<file path="src/rtl/rhsv_pkg.sv">
// rhsv_pkg: shared constants, codes and request types for the rgb to hsv converter
// no dependencies
`default_nettype none

package rhsv_pkg;

    localparam int HUE_FRACTION_BITS = 6;

    localparam int CHAN_W = 8;
    localparam int HUE_W  = 15;
    localparam int SAT_SCALE = 255;

    // one hue sector is 60 degrees in fixed point
    localparam int SECTOR_W   = 6 + HUE_FRACTION_BITS;
    localparam int HUE_SECTOR = 60 << HUE_FRACTION_BITS;

    // quotient must hold both a full sector and an 8-bit saturation
    localparam int QUO_W = (SECTOR_W > CHAN_W) ? SECTOR_W : CHAN_W;
    localparam int NUM_W = QUO_W + CHAN_W;

    localparam int DIV_STEPS  = 2;
    localparam int DIV_STAGES = (QUO_W + DIV_STEPS - 1) / DIV_STEPS;

    // wide enough for six sectors before the wrap to the output width
    localparam int SUM_W = SECTOR_W + 3;

    typedef enum logic [2:0] {
        SEC_RED   = 3'b001,
        SEC_GREEN = 3'b010,
        SEC_BLUE  = 3'b100
    } t_sector;

    typedef struct packed {
        logic [NUM_W-1:0]  num;
        logic [CHAN_W-1:0] den;
    } t_div_req;

    typedef struct packed {
        logic [QUO_W-1:0] quo;
        logic             rem_nz;
    } t_div_rsp;

    typedef struct packed {
        t_sector           sector;
        logic              neg;
        logic              grey;
        logic              black;
        logic [CHAN_W-1:0] vmax;
    } t_side;

endpackage

`default_nettype wire

</file>
<file path="src/rtl/rgb_to_hsv_convert_top.sv">
// rgb_to_hsv_convert_top: rgb pixel in, hue / saturation / value out, fully pipelined
// depends on rhsv_pkg, rhsv_prep, rhsv_div
//
// usage:
//   input channel i_valid / o_stall carries one rgb pixel per request
//   (i_red, i_green, i_blue); output channel o_valid / i_stall carries
//   o_hue (1/64 degree at the default fraction), o_saturation and o_brightness.
//   a request is taken at a clock edge with valid high and stall low.
//   the path has 3 + DIV_STAGES register stages: two prep stages, six
//   divider stages at two quotient bits each at the default fraction
//   width, and one output register. throughput is one pixel per cycle
//   while not stalled; the divider depth sets the latency, not the rate.
//   when the output register holds a result and i_stall is high the whole
//   pipeline freezes and o_stall goes high; nothing is dropped or repeated.
//   bubbles are not squeezed out while stalled.
//   reset (synchronous, i_rst_n low) clears all valid bits; payload
//   registers keep whatever they hold. no configuration, no state between pixels.
`default_nettype none

module rgb_to_hsv_convert_top
    import rhsv_pkg::*;
(
    input  wire logic              i_clk,
    input  wire logic              i_rst_n,
    input  wire logic              i_valid,
    output logic                   o_stall,
    input  wire logic [CHAN_W-1:0] i_red,
    input  wire logic [CHAN_W-1:0] i_green,
    input  wire logic [CHAN_W-1:0] i_blue,
    output logic                   o_valid,
    input  wire logic              i_stall,
    output logic [HUE_W-1:0]       o_hue,
    output logic [CHAN_W-1:0]      o_saturation,
    output logic [CHAN_W-1:0]      o_brightness
);

    logic     en;
    logic     prep_valid;
    t_side    prep_side;
    t_div_req hue_req;
    t_div_req sat_req;
    t_div_rsp hue_rsp;
    t_div_rsp sat_rsp;

    logic     r_vld  [DIV_STAGES];
    t_side    r_side [DIV_STAGES];

    logic              r_out_valid;
    logic [HUE_W-1:0]  r_hue;
    logic [CHAN_W-1:0] r_sat;
    logic [CHAN_W-1:0] r_bright;

    t_side             last_side;
    logic [SUM_W-1:0]  n_base;
    logic [SUM_W-1:0]  n_ceil;
    logic [SUM_W-1:0]  n_sum;
    logic [HUE_W-1:0]  n_hue;
    logic [CHAN_W-1:0] n_sat;

    assign en      = !(r_out_valid && i_stall);
    assign o_stall = !en;

    rhsv_prep u_prep (
        .i_clk     (i_clk),
        .i_rst_n   (i_rst_n),
        .i_en      (en),
        .i_valid   (i_valid),
        .i_red     (i_red),
        .i_green   (i_green),
        .i_blue    (i_blue),
        .o_valid   (prep_valid),
        .o_side    (prep_side),
        .o_hue_req (hue_req),
        .o_sat_req (sat_req)
    );

    rhsv_div u_hue_div (
        .i_clk (i_clk),
        .i_en  (en),
        .i_req (hue_req),
        .o_rsp (hue_rsp)
    );

    rhsv_div u_sat_div (
        .i_clk (i_clk),
        .i_en  (en),
        .i_req (sat_req),
        .o_rsp (sat_rsp)
    );

    // sideband and valid follow the divider stages
    for (genvar s = 0; s < DIV_STAGES; s++) begin : g_side
        always_ff @(posedge i_clk) begin
            if (!i_rst_n) begin
                r_vld[s] <= 1'b0;
            end else if (en) begin
                r_vld[s] <= (s == 0) ? prep_valid : r_vld[(s == 0) ? 0 : s-1];
            end
        end

        always_ff @(posedge i_clk) begin
            if (en) begin
                r_side[s] <= (s == 0) ? prep_side : r_side[(s == 0) ? 0 : s-1];
            end
        end
    end

    assign last_side = r_side[DIV_STAGES-1];

    // negative differences use floor, i.e. base minus the rounded-up quotient
    always_comb begin
        case (last_side.sector)
            SEC_RED:   n_base = last_side.neg ? SUM_W'(6 * HUE_SECTOR) : '0;
            SEC_GREEN: n_base = SUM_W'(2 * HUE_SECTOR);
            SEC_BLUE:  n_base = SUM_W'(4 * HUE_SECTOR);
            default:   n_base = '0;
        endcase
        n_ceil = SUM_W'(hue_rsp.quo) + SUM_W'(hue_rsp.rem_nz);
        if (last_side.neg) begin
            n_sum = n_base - n_ceil;
        end else begin
            n_sum = n_base + SUM_W'(hue_rsp.quo);
        end
        n_hue = last_side.grey ? '0 : HUE_W'(n_sum);
        n_sat = last_side.black ? '0 : sat_rsp.quo[CHAN_W-1:0];
    end

    always_ff @(posedge i_clk) begin
        if (!i_rst_n) begin
            r_out_valid <= 1'b0;
        end else if (en) begin
            r_out_valid <= r_vld[DIV_STAGES-1];
        end
    end

    always_ff @(posedge i_clk) begin
        if (en) begin
            r_hue    <= n_hue;
            r_sat    <= n_sat;
            r_bright <= last_side.vmax;
        end
    end

    assign o_valid      = r_out_valid;
    assign o_hue        = r_hue;
    assign o_saturation = r_sat;
    assign o_brightness = r_bright;

`ifndef ASSERT_OFF
    a_black_all_zero : assert property (@(posedge i_clk) disable iff (!i_rst_n)
        (o_valid && o_brightness == '0) |-> (o_saturation == '0 && o_hue == '0))
        else $error("black pixel with nonzero saturation or hue");

    a_grey_no_hue : assert property (@(posedge i_clk) disable iff (!i_rst_n)
        (o_valid && o_saturation == '0) |-> (o_hue == '0))
        else $error("zero saturation with nonzero hue");

    a_sat_below_max : assert property (@(posedge i_clk) disable iff (!i_rst_n)
        o_valid |-> (o_saturation <= o_brightness || o_brightness != '0))
        else $error("saturation out of range");

    a_backpressure : assert property (@(posedge i_clk) disable iff (!i_rst_n)
        (o_valid && i_stall) |-> o_stall)
        else $error("input not stalled while output is held");

    a_hold_result : assert property (@(posedge i_clk) disable iff (!i_rst_n)
        $past(o_valid && i_stall && i_rst_n) |-> (o_valid && $stable(o_hue)))
        else $error("held result changed");
`endif

endmodule

`default_nettype wire

</file>
<file path="src/rtl/rhsv_prep.sv">
// rhsv_prep: two register stages that find max, min, sector and build the divider requests
// depends on rhsv_pkg
`default_nettype none

module rhsv_prep
    import rhsv_pkg::*;
(
    input  wire logic              i_clk,
    input  wire logic              i_rst_n,
    input  wire logic              i_en,
    input  wire logic              i_valid,
    input  wire logic [CHAN_W-1:0] i_red,
    input  wire logic [CHAN_W-1:0] i_green,
    input  wire logic [CHAN_W-1:0] i_blue,
    output logic                   o_valid,
    output t_side                  o_side,
    output t_div_req               o_hue_req,
    output t_div_req               o_sat_req
);

    logic              r_a_valid;
    t_sector           r_a_sector;
    logic [CHAN_W-1:0] r_a_vmax;
    logic [CHAN_W-1:0] r_a_delta;
    logic [CHAN_W:0]   r_a_diff;

    t_sector           n_a_sector;
    logic [CHAN_W-1:0] n_a_vmax;
    logic [CHAN_W-1:0] n_a_vmin;
    logic [CHAN_W:0]   n_a_diff;

    logic              r_b_valid;
    t_side             r_b_side;
    t_div_req          r_b_hue_req;
    t_div_req          r_b_sat_req;

    logic              n_neg;
    logic [CHAN_W:0]   n_abs_wide;
    logic [CHAN_W-1:0] n_abs;

    // stage a: largest channel, ties to red then green, and smallest channel
    always_comb begin
        if (i_red >= i_green && i_red >= i_blue) begin
            n_a_sector = SEC_RED;
            n_a_vmax   = i_red;
            n_a_diff   = {1'b0, i_green} - {1'b0, i_blue};
        end else if (i_green >= i_blue) begin
            n_a_sector = SEC_GREEN;
            n_a_vmax   = i_green;
            n_a_diff   = {1'b0, i_blue} - {1'b0, i_red};
        end else begin
            n_a_sector = SEC_BLUE;
            n_a_vmax   = i_blue;
            n_a_diff   = {1'b0, i_red} - {1'b0, i_green};
        end
        if (i_red <= i_green && i_red <= i_blue) begin
            n_a_vmin = i_red;
        end else if (i_green <= i_blue) begin
            n_a_vmin = i_green;
        end else begin
            n_a_vmin = i_blue;
        end
    end

    always_ff @(posedge i_clk) begin
        if (!i_rst_n) begin
            r_a_valid <= 1'b0;
        end else if (i_en) begin
            r_a_valid <= i_valid;
        end
    end

    always_ff @(posedge i_clk) begin
        if (i_en) begin
            r_a_sector <= n_a_sector;
            r_a_vmax   <= n_a_vmax;
            r_a_delta  <= n_a_vmax - n_a_vmin;
            r_a_diff   <= n_a_diff;
        end
    end

    // stage b: magnitude of the hue difference and constant scaling
    always_comb begin
        n_neg      = r_a_diff[CHAN_W];
        n_abs_wide = n_neg ? (~r_a_diff + 1'b1) : r_a_diff;
        n_abs      = n_abs_wide[CHAN_W-1:0];
    end

    always_ff @(posedge i_clk) begin
        if (!i_rst_n) begin
            r_b_valid <= 1'b0;
        end else if (i_en) begin
            r_b_valid <= r_a_valid;
        end
    end

    always_ff @(posedge i_clk) begin
        if (i_en) begin
            r_b_side.sector <= r_a_sector;
            r_b_side.neg    <= n_neg;
            r_b_side.grey   <= (r_a_delta == '0);
            r_b_side.black  <= (r_a_vmax == '0);
            r_b_side.vmax   <= r_a_vmax;
            r_b_hue_req.num <= NUM_W'(n_abs) * NUM_W'(HUE_SECTOR);
            r_b_hue_req.den <= r_a_delta;
            r_b_sat_req.num <= NUM_W'(r_a_delta) * NUM_W'(SAT_SCALE);
            r_b_sat_req.den <= r_a_vmax;
        end
    end

    assign o_valid   = r_b_valid;
    assign o_side    = r_b_side;
    assign o_hue_req = r_b_hue_req;
    assign o_sat_req = r_b_sat_req;

endmodule

`default_nettype wire

</file>
<file path="src/rtl/rhsv_div.sv">
// rhsv_div: pipelined restoring divider, DIV_STEPS quotient bits per register stage
// depends on rhsv_pkg; numerator must be below divisor times 2**QUO_W
`default_nettype none

module rhsv_div
    import rhsv_pkg::*;
(
    input  wire logic i_clk,
    input  wire logic i_en,
    input  t_div_req  i_req,
    output t_div_rsp  o_rsp
);

    // work word: partial remainder on top, numerator bits then quotient bits below
    logic [NUM_W-1:0]  r_work [DIV_STAGES];
    logic [CHAN_W-1:0] r_den  [DIV_STAGES-1];

    logic [NUM_W-1:0]  w_in   [DIV_STAGES];
    logic [CHAN_W-1:0] d_in   [DIV_STAGES];
    logic [NUM_W-1:0]  n_work [DIV_STAGES];

    for (genvar s = 0; s < DIV_STAGES; s++) begin : g_stage
        if (s == 0) begin : g_first
            assign w_in[s] = i_req.num;
            assign d_in[s] = i_req.den;
        end else begin : g_next
            assign w_in[s] = r_work[s-1];
            assign d_in[s] = r_den[s-1];
        end

        always_comb begin
            logic [NUM_W-1:0] w;
            logic [CHAN_W:0]  t;
            logic             q;
            w = w_in[s];
            for (int j = 0; j < DIV_STEPS; j++) begin
                if (s * DIV_STEPS + j < QUO_W) begin
                    t = {w[NUM_W-1 -: CHAN_W], w[QUO_W-1]};
                    if (t >= {1'b0, d_in[s]}) begin
                        t = t - {1'b0, d_in[s]};
                        q = 1'b1;
                    end else begin
                        q = 1'b0;
                    end
                    w = {t[CHAN_W-1:0], w[QUO_W-2:0], q};
                end
            end
            n_work[s] = w;
        end

        always_ff @(posedge i_clk) begin
            if (i_en) begin
                r_work[s] <= n_work[s];
            end
        end

        if (s < DIV_STAGES - 1) begin : g_den
            always_ff @(posedge i_clk) begin
                if (i_en) begin
                    r_den[s] <= d_in[s];
                end
            end
        end
    end

    assign o_rsp.quo    = r_work[DIV_STAGES-1][QUO_W-1:0];
    assign o_rsp.rem_nz = |r_work[DIV_STAGES-1][NUM_W-1:QUO_W];

endmodule

`default_nettype wire

</file>
<file path="config.mk">
export PLATFORM = sky130hd
export DESIGN_NAME = rgb_to_hsv_convert_top
export DESIGN_NICKNAME = d
export VERILOG_FILES = /design/src/rtl/rhsv_pkg.sv /design/src/rtl/rgb_to_hsv_convert_top.sv /design/src/rtl/rhsv_prep.sv /design/src/rtl/rhsv_div.sv
export SDC_FILE = /design/constraint.sdc
export NUM_CORES = 1
export LEC_CHECK = 0
export ABC_CLOCK_PERIOD_IN_PS = 20300
export BUFFER_PORTS_ARGS = -buffer_cell sky130_fd_sc_hd__buf_2
export CAP_MARGIN = 20
export CELL_PAD_IN_SITES_DETAIL_PLACEMENT = 1
export CELL_PAD_IN_SITES_GLOBAL_PLACEMENT = 2
export CORE_ASPECT_RATIO = 0.8
export CORE_MARGIN = 4
export CORE_UTILIZATION = 44
export DETAILED_ROUTE_END_ITERATION = 8
export GPL_ROUTABILITY_DRIVEN = 1
export PLACE_DENSITY_LB_ADDON = 0.1
export SLEW_MARGIN = 20
export SYNTH_ARGS = -nofsm -noshare
export SYNTH_HDL_FRONTEND = slang
export SYNTH_SLANG_ARGS = --single-unit
</file>
<file path="constraint.sdc">
create_clock -name i_clk -period 20.3 [get_ports i_clk]
set_clock_uncertainty 0.15 [all_clocks]
set_input_delay 3.045 -clock i_clk [delete_from_list [all_inputs] [get_ports i_clk]]
set_output_delay 3.045 -clock i_clk [all_outputs]
set_load 0.05 [all_outputs]
</file>
; After elaboration in Yosys (flattened, before gate mapping)
; Memory sizes are Yosys's and may differ from the RTL's. A register that Yosys moved wholly into a read port is not among the register bits.
; Cells that the tools add are included.
[classes]
addsub = 32
n_reduce_logical = 9
bitwise = 7
n_mux = 69
multipliers = 2
n_eq_ne = 3
n_lt_le_gt_ge = 30
[op_table]
columns = operator, n
row1 = $mux 8, 29
row2 = $ge 9x8->1, 23
row3 = $sub 8x8->8, 24
row4 = $pmux 15 s3, 1
row5 = $mux 1, 34
row6 = $mux 15, 2
row7 = $sub 8x8->9, 3
row8 = $ge 8x8->1, 3
row9 = $le 8x8->1, 3
row10 = $mux 9, 2
row11 = $logic_not 8->1, 2
row12 = $mul 8x8->16 const B, 1
row13 = $add 15x12->15, 1
row14 = $sub 15x13->15, 1
row15 = $add 12x1->13, 1
row16 = $mul 8x4->12 const B, 1
row17 = $add 8x1->8 const B, 1
row18 = $ge 5x8->1, 1
row19 = $not 8->8, 1
row20 = $reduce_or 8->1, 1
row21 = $sub 5x8->8, 1
row22 = $or 1x1->1, 6
row23 = $eq 3x1->1 const B, 1
row24 = $eq 3x2->1 const B, 1
row25 = 4 further kinds, 8
[word_totals]
word_cells = 174
reg_bits = 103
n_memories = 6
ramBits = 410
inputBits = 28
out_inout_bits = 33
[mem_list]
columns = name, depth, width, rd, rd_clocked_by_memory_dff, wr, line_no
row1 = u_hue_div.r_work, 6, 20, 6, 0, 6, rhsv_div.sv:15  ; logic [NUM_W-1:0] r_work [DIV_STAGES];
row2 = u_sat_div.r_work, 6, 20, 6, 1, 6, rhsv_div.sv:15
row3 = r_side, 6, 14, 6, 0, 6, rgb_to_hsv_convert_top.sv:46  ; t_side r_side [DIV_STAGES];
row4 = u_hue_div.r_den, 5, 8, 5, 0, 5, rhsv_div.sv:16  ; logic [CHAN_W-1:0] r_den [DIV_STAGES-1];
row5 = u_sat_div.r_den, 5, 8, 5, 0, 5, rhsv_div.sv:16
row6 = r_vld, 6, 1, 6, 1, 6, rgb_to_hsv_convert_top.sv:45  ; logic r_vld [DIV_STAGES];

; Depth between registers and ports, before layout
[logic_depth]
word_depth = 5
mapped_depth = 23
depth_no_buf = 20

; By module
; A second synthesis with hierarchy kept.
[unflattened]
cells_unflattened = 2742
area_unflattened_um2 = 32672.6
[by_module_without_submodules]
columns = mod, area_per_inst_um2, n_inst, cells_each
row1 = rhsv_div (u_sat_div), 10387.5, 1, 874
row2 = rhsv_div (u_hue_div), 10352.4, 1, 871
row3 = rhsv_prep, 7026.7, 1, 687
row4 = rgb_to_hsv_convert_top, 4906.0, 1, 310

; Least setup slack after synthesis
; Ideal clock, no wire load.
[synth_path]
kind = input-to-output
start = in i_stall
end = out o_stall
slack_ns = 1.988
t_arrival_ns = 15.117
cell_stages = 2
path_buffers = 0
cell_sequence = nand2_1 > inv_1
[synth_via]
elab_chain_len = 1
[synth_lines]
columns = element, line_no
row1 = "start, declared", rgb_to_hsv_convert_top.sv:31  ; input wire logic i_stall,
row2 = $logic_and 1x1->1, rgb_to_hsv_convert_top.sv:60  ; assign en = !(r_out_valid && i_stall);
row3 = "end, declared", rgb_to_hsv_convert_top.sv:26  ; output logic o_stall,
; No other way between the ends.

; Final worst setup path
; Ends and elaborated chain as after synthesis.

==> impl_metrics.toml <==
[outcome]
status = "complete, no violations"

[logic_synthesis]
synth_xor_area_share_pct = 4.81
synthArstFlopShare_pct = 0
synthesis.nets = 2842
synth_adder_area_share_pct = 18.3
synth.distinct_cells = 79
ys_seq_area_share_pct = 45.5
synthFlopType = "edfxtp_1"
synth_edf_count = 414
yosysMostFrequentCell = "edfxtp_1"
synth_compound_area_share_pct = 11.3
syn-instance-count = 2453
syn_area_um2 = 27500
synthSimpleGateAreaFrac_pct = 9.33
synth_top_area_cell = "edfxtp_1"
synth_seq_cells = 418
yosysWarnings = 0
netlist.area_leader.share_pct = 45.3
synth_area_per_cell_um2 = 11.2
synth_area_leaders = "edfxtp_1 (45%), ha_1 (13%), fa_1 (4.9%)"
synth_top_family_by_area = "adder cells"
synth.area.mux_share_pct = 5.77
synth_common_cells = "edfxtp_1 (414), inv_1 (334), ha_1 (294), nor2_1 (185), a21oi_1 (169)"

[cells_and_area]
nFillCells = 6570
final_util_pct = 49.6
layout-drive-gt1-share_pct = 11.2
fin_nets = 2939
diodes = 0
synthToLayoutAreaGrowth_pct = 11.0

[worst_setup_path]
cp_data_arrival_time_ns = 4.35
crit_fanout = 72
crit_chain = "buf_2 -> nand2_4 -> inv_1 -> buf_2"
r2r_end = "u_hue_div.r_work[4][17]"
critPathKind = "input port to output port"
r2r_slack_ns = 14.47
cp-start-kind = "input port"
worst_ep_required_time_ns = 17.11
crit_top_cell = "buf_2"
reg2reg_from = "u_hue_div.r_den[0][25]"
crit_path_max_incr_delay_ns = 0.63
crit_path_end_kind = "output port"
cp_slowest_cell = "nand2_4"
cp-startpoint = "i_stall"
r2r_cells = 18

[timing]
slew_headroom_pct = 32.1
tightestPinTransition_ns = 1.02
rsz0062_at_grt = "no"
slew_viol_final = 0
finalSetupViolCount = 0
hold_violations = 0
finalCritPeriodShare_pct = 37.2
fin_crit_ns = 7.54
tns_ns = 0
max_freq_mhz = 133

[worst_hold_path]
min_to = "r_side[0][9]"
hp-class = "register to register"
hp-start = "u_prep.o_side[9]"
min_path_cells = 0

[clock_tree]
h-tree-depth = 2
clk_path_buf_depth = 3
clock-root-buffer = "clkbuf_16"
cts_tree = "yes"
cts_made_buffers = 47
cts.sinks = 418
clk_latency_ns = 0.58
cts_resized = 0
cts_setup_buffers = 0
clk_pin_slew_ns = 0.06
cts.hold.buffers_added = 0

[global_route]
grt_pass1_wl_mm = 100
antenna_found_initial = 0
grt_max_degree = 74
globalRouteOverflowTotal = 0
grt_pass1_vias = 19500
grtUsageTotal_pct = 18.2

[placement]
gp_congestion = 0.811
place_hpwl_mm = 46.4
numPortBuffers = 60

[route]
dr.pass1.iters = 5
vias = 17900
via_per_inst = 5.25
post_drt_wl_per_cell_um = 17.4
first_iter_violations = 636
wl_mm = 59.5
drc = 0
ant_nets = 0

[die]
die_area_um2 = 66500
die_w_um = 287
io_pins = 61
fp.coreArea_um2 = 61400
placementRows = 81
die_h_um = 231
start_util_pct = 44.7

[run]
maxCapViolations = 0
==> cell families after synthesis <==
logic type,Yosys count
XOR/XNOR,151
adder cells (fa/ha/maj),361
AO/OA/AOI/OAI,491
flip-flops,418
multiplexers,144
buffers and inverters,358
AND/OR/NAND/NOR,530
==> cell usage in the layout, fill, tap and decap left out, drive strengths merged, types with 20 or more instances in the layout <==
cell / instances
nand4: 24
buf: 70
xnor2: 116
ha: 294
nand2: 111
xor2: 35
nand2b: 25
o21ai: 109
a21boi: 20
mux2: 103
o21bai: 34
fa: 67
a21o: 42
inv: 342
edfxtp: 414
mux2i: 41
nor2b: 55
o21a: 24
a21oi: 173
nor3: 37
clkbuf: 53
nor2: 185
==> flip-flops by register name, summed over array words and instances (netlist names), 8 cells and up <==
signal and cells:
u_prep.o_sat_req 15, u_prep.o_hue_req 20, u_hue_div.r_den 38, u_hue_div.r_work 92, u_sat_div.r_den 39, u_sat_div.r_work 87
u_prep.r_a_vmax 8, o_hue 15, u_prep.o_side 14, u_prep.r_a_diff 9, u_prep.r_a_delta 8, o_brightness 8
r_side 45, o_saturation 8
==> final cells by class <==
cell class	instances	area (um2)	area share (%)
clock buffer	53	1200	3.93
inverter	336	1260	4.14
timing repair buffer	70	375	1.23
clock inverter	32	487	1.60
sequential	418	12500	41.0
tap	830	1040	3.41
multi-input combinational	1677	13600	44.7
==> critical path: cells and delay by family <==
| kind | cells | cell delay (ns) |
|---|---|---|
| buffers and inverters | 3 | 0.66 |
| AND/OR/NAND/NOR | 1 | 0.63 |
==> per-stage QoR <==
stage | instance area (um2) | std cells | setup slack, ns | hold slack (ns)
3_3_place_gp | 28800 | 3331 | 12.75 | 0.250
4_1_cts | 30500 | 3416 | 12.67 | 0.254
5_1_grt | 30500 | 3416 | 12.54 | 0.262
2_1_floorplan | 27500 | 2453 | 1.99 | 0.250
3_5_place_dp | 28800 | 3331 | 12.67 | 0.256
6_report | 30500 | 3416 | 12.76 | 0.262
==> worst max-delay path by stage <==
stage          slack [ns]                  end
3_5_place_dp        12.67  u_prep.r_a_delta[7]
4_1_cts             12.67              o_stall
3_3_place_gp        12.75              o_stall
5_1_grt             12.54              o_stall
6_report            12.76              o_stall
2_1_floorplan        1.99              o_stall
==> per-layer routing <==
metal,GRT usage (%),wire length (um),vias up
met5,0,0,-
met4,4.50,1270,0
met3,2.16,1310,82
met2,31.6,28700,159
met1,24.5,28200,8769
li1,-,-,8918
Power is left out: the tool's default activity adds up to more than one toggle a clock period on the data nets, which glitch-free logic cannot reach.
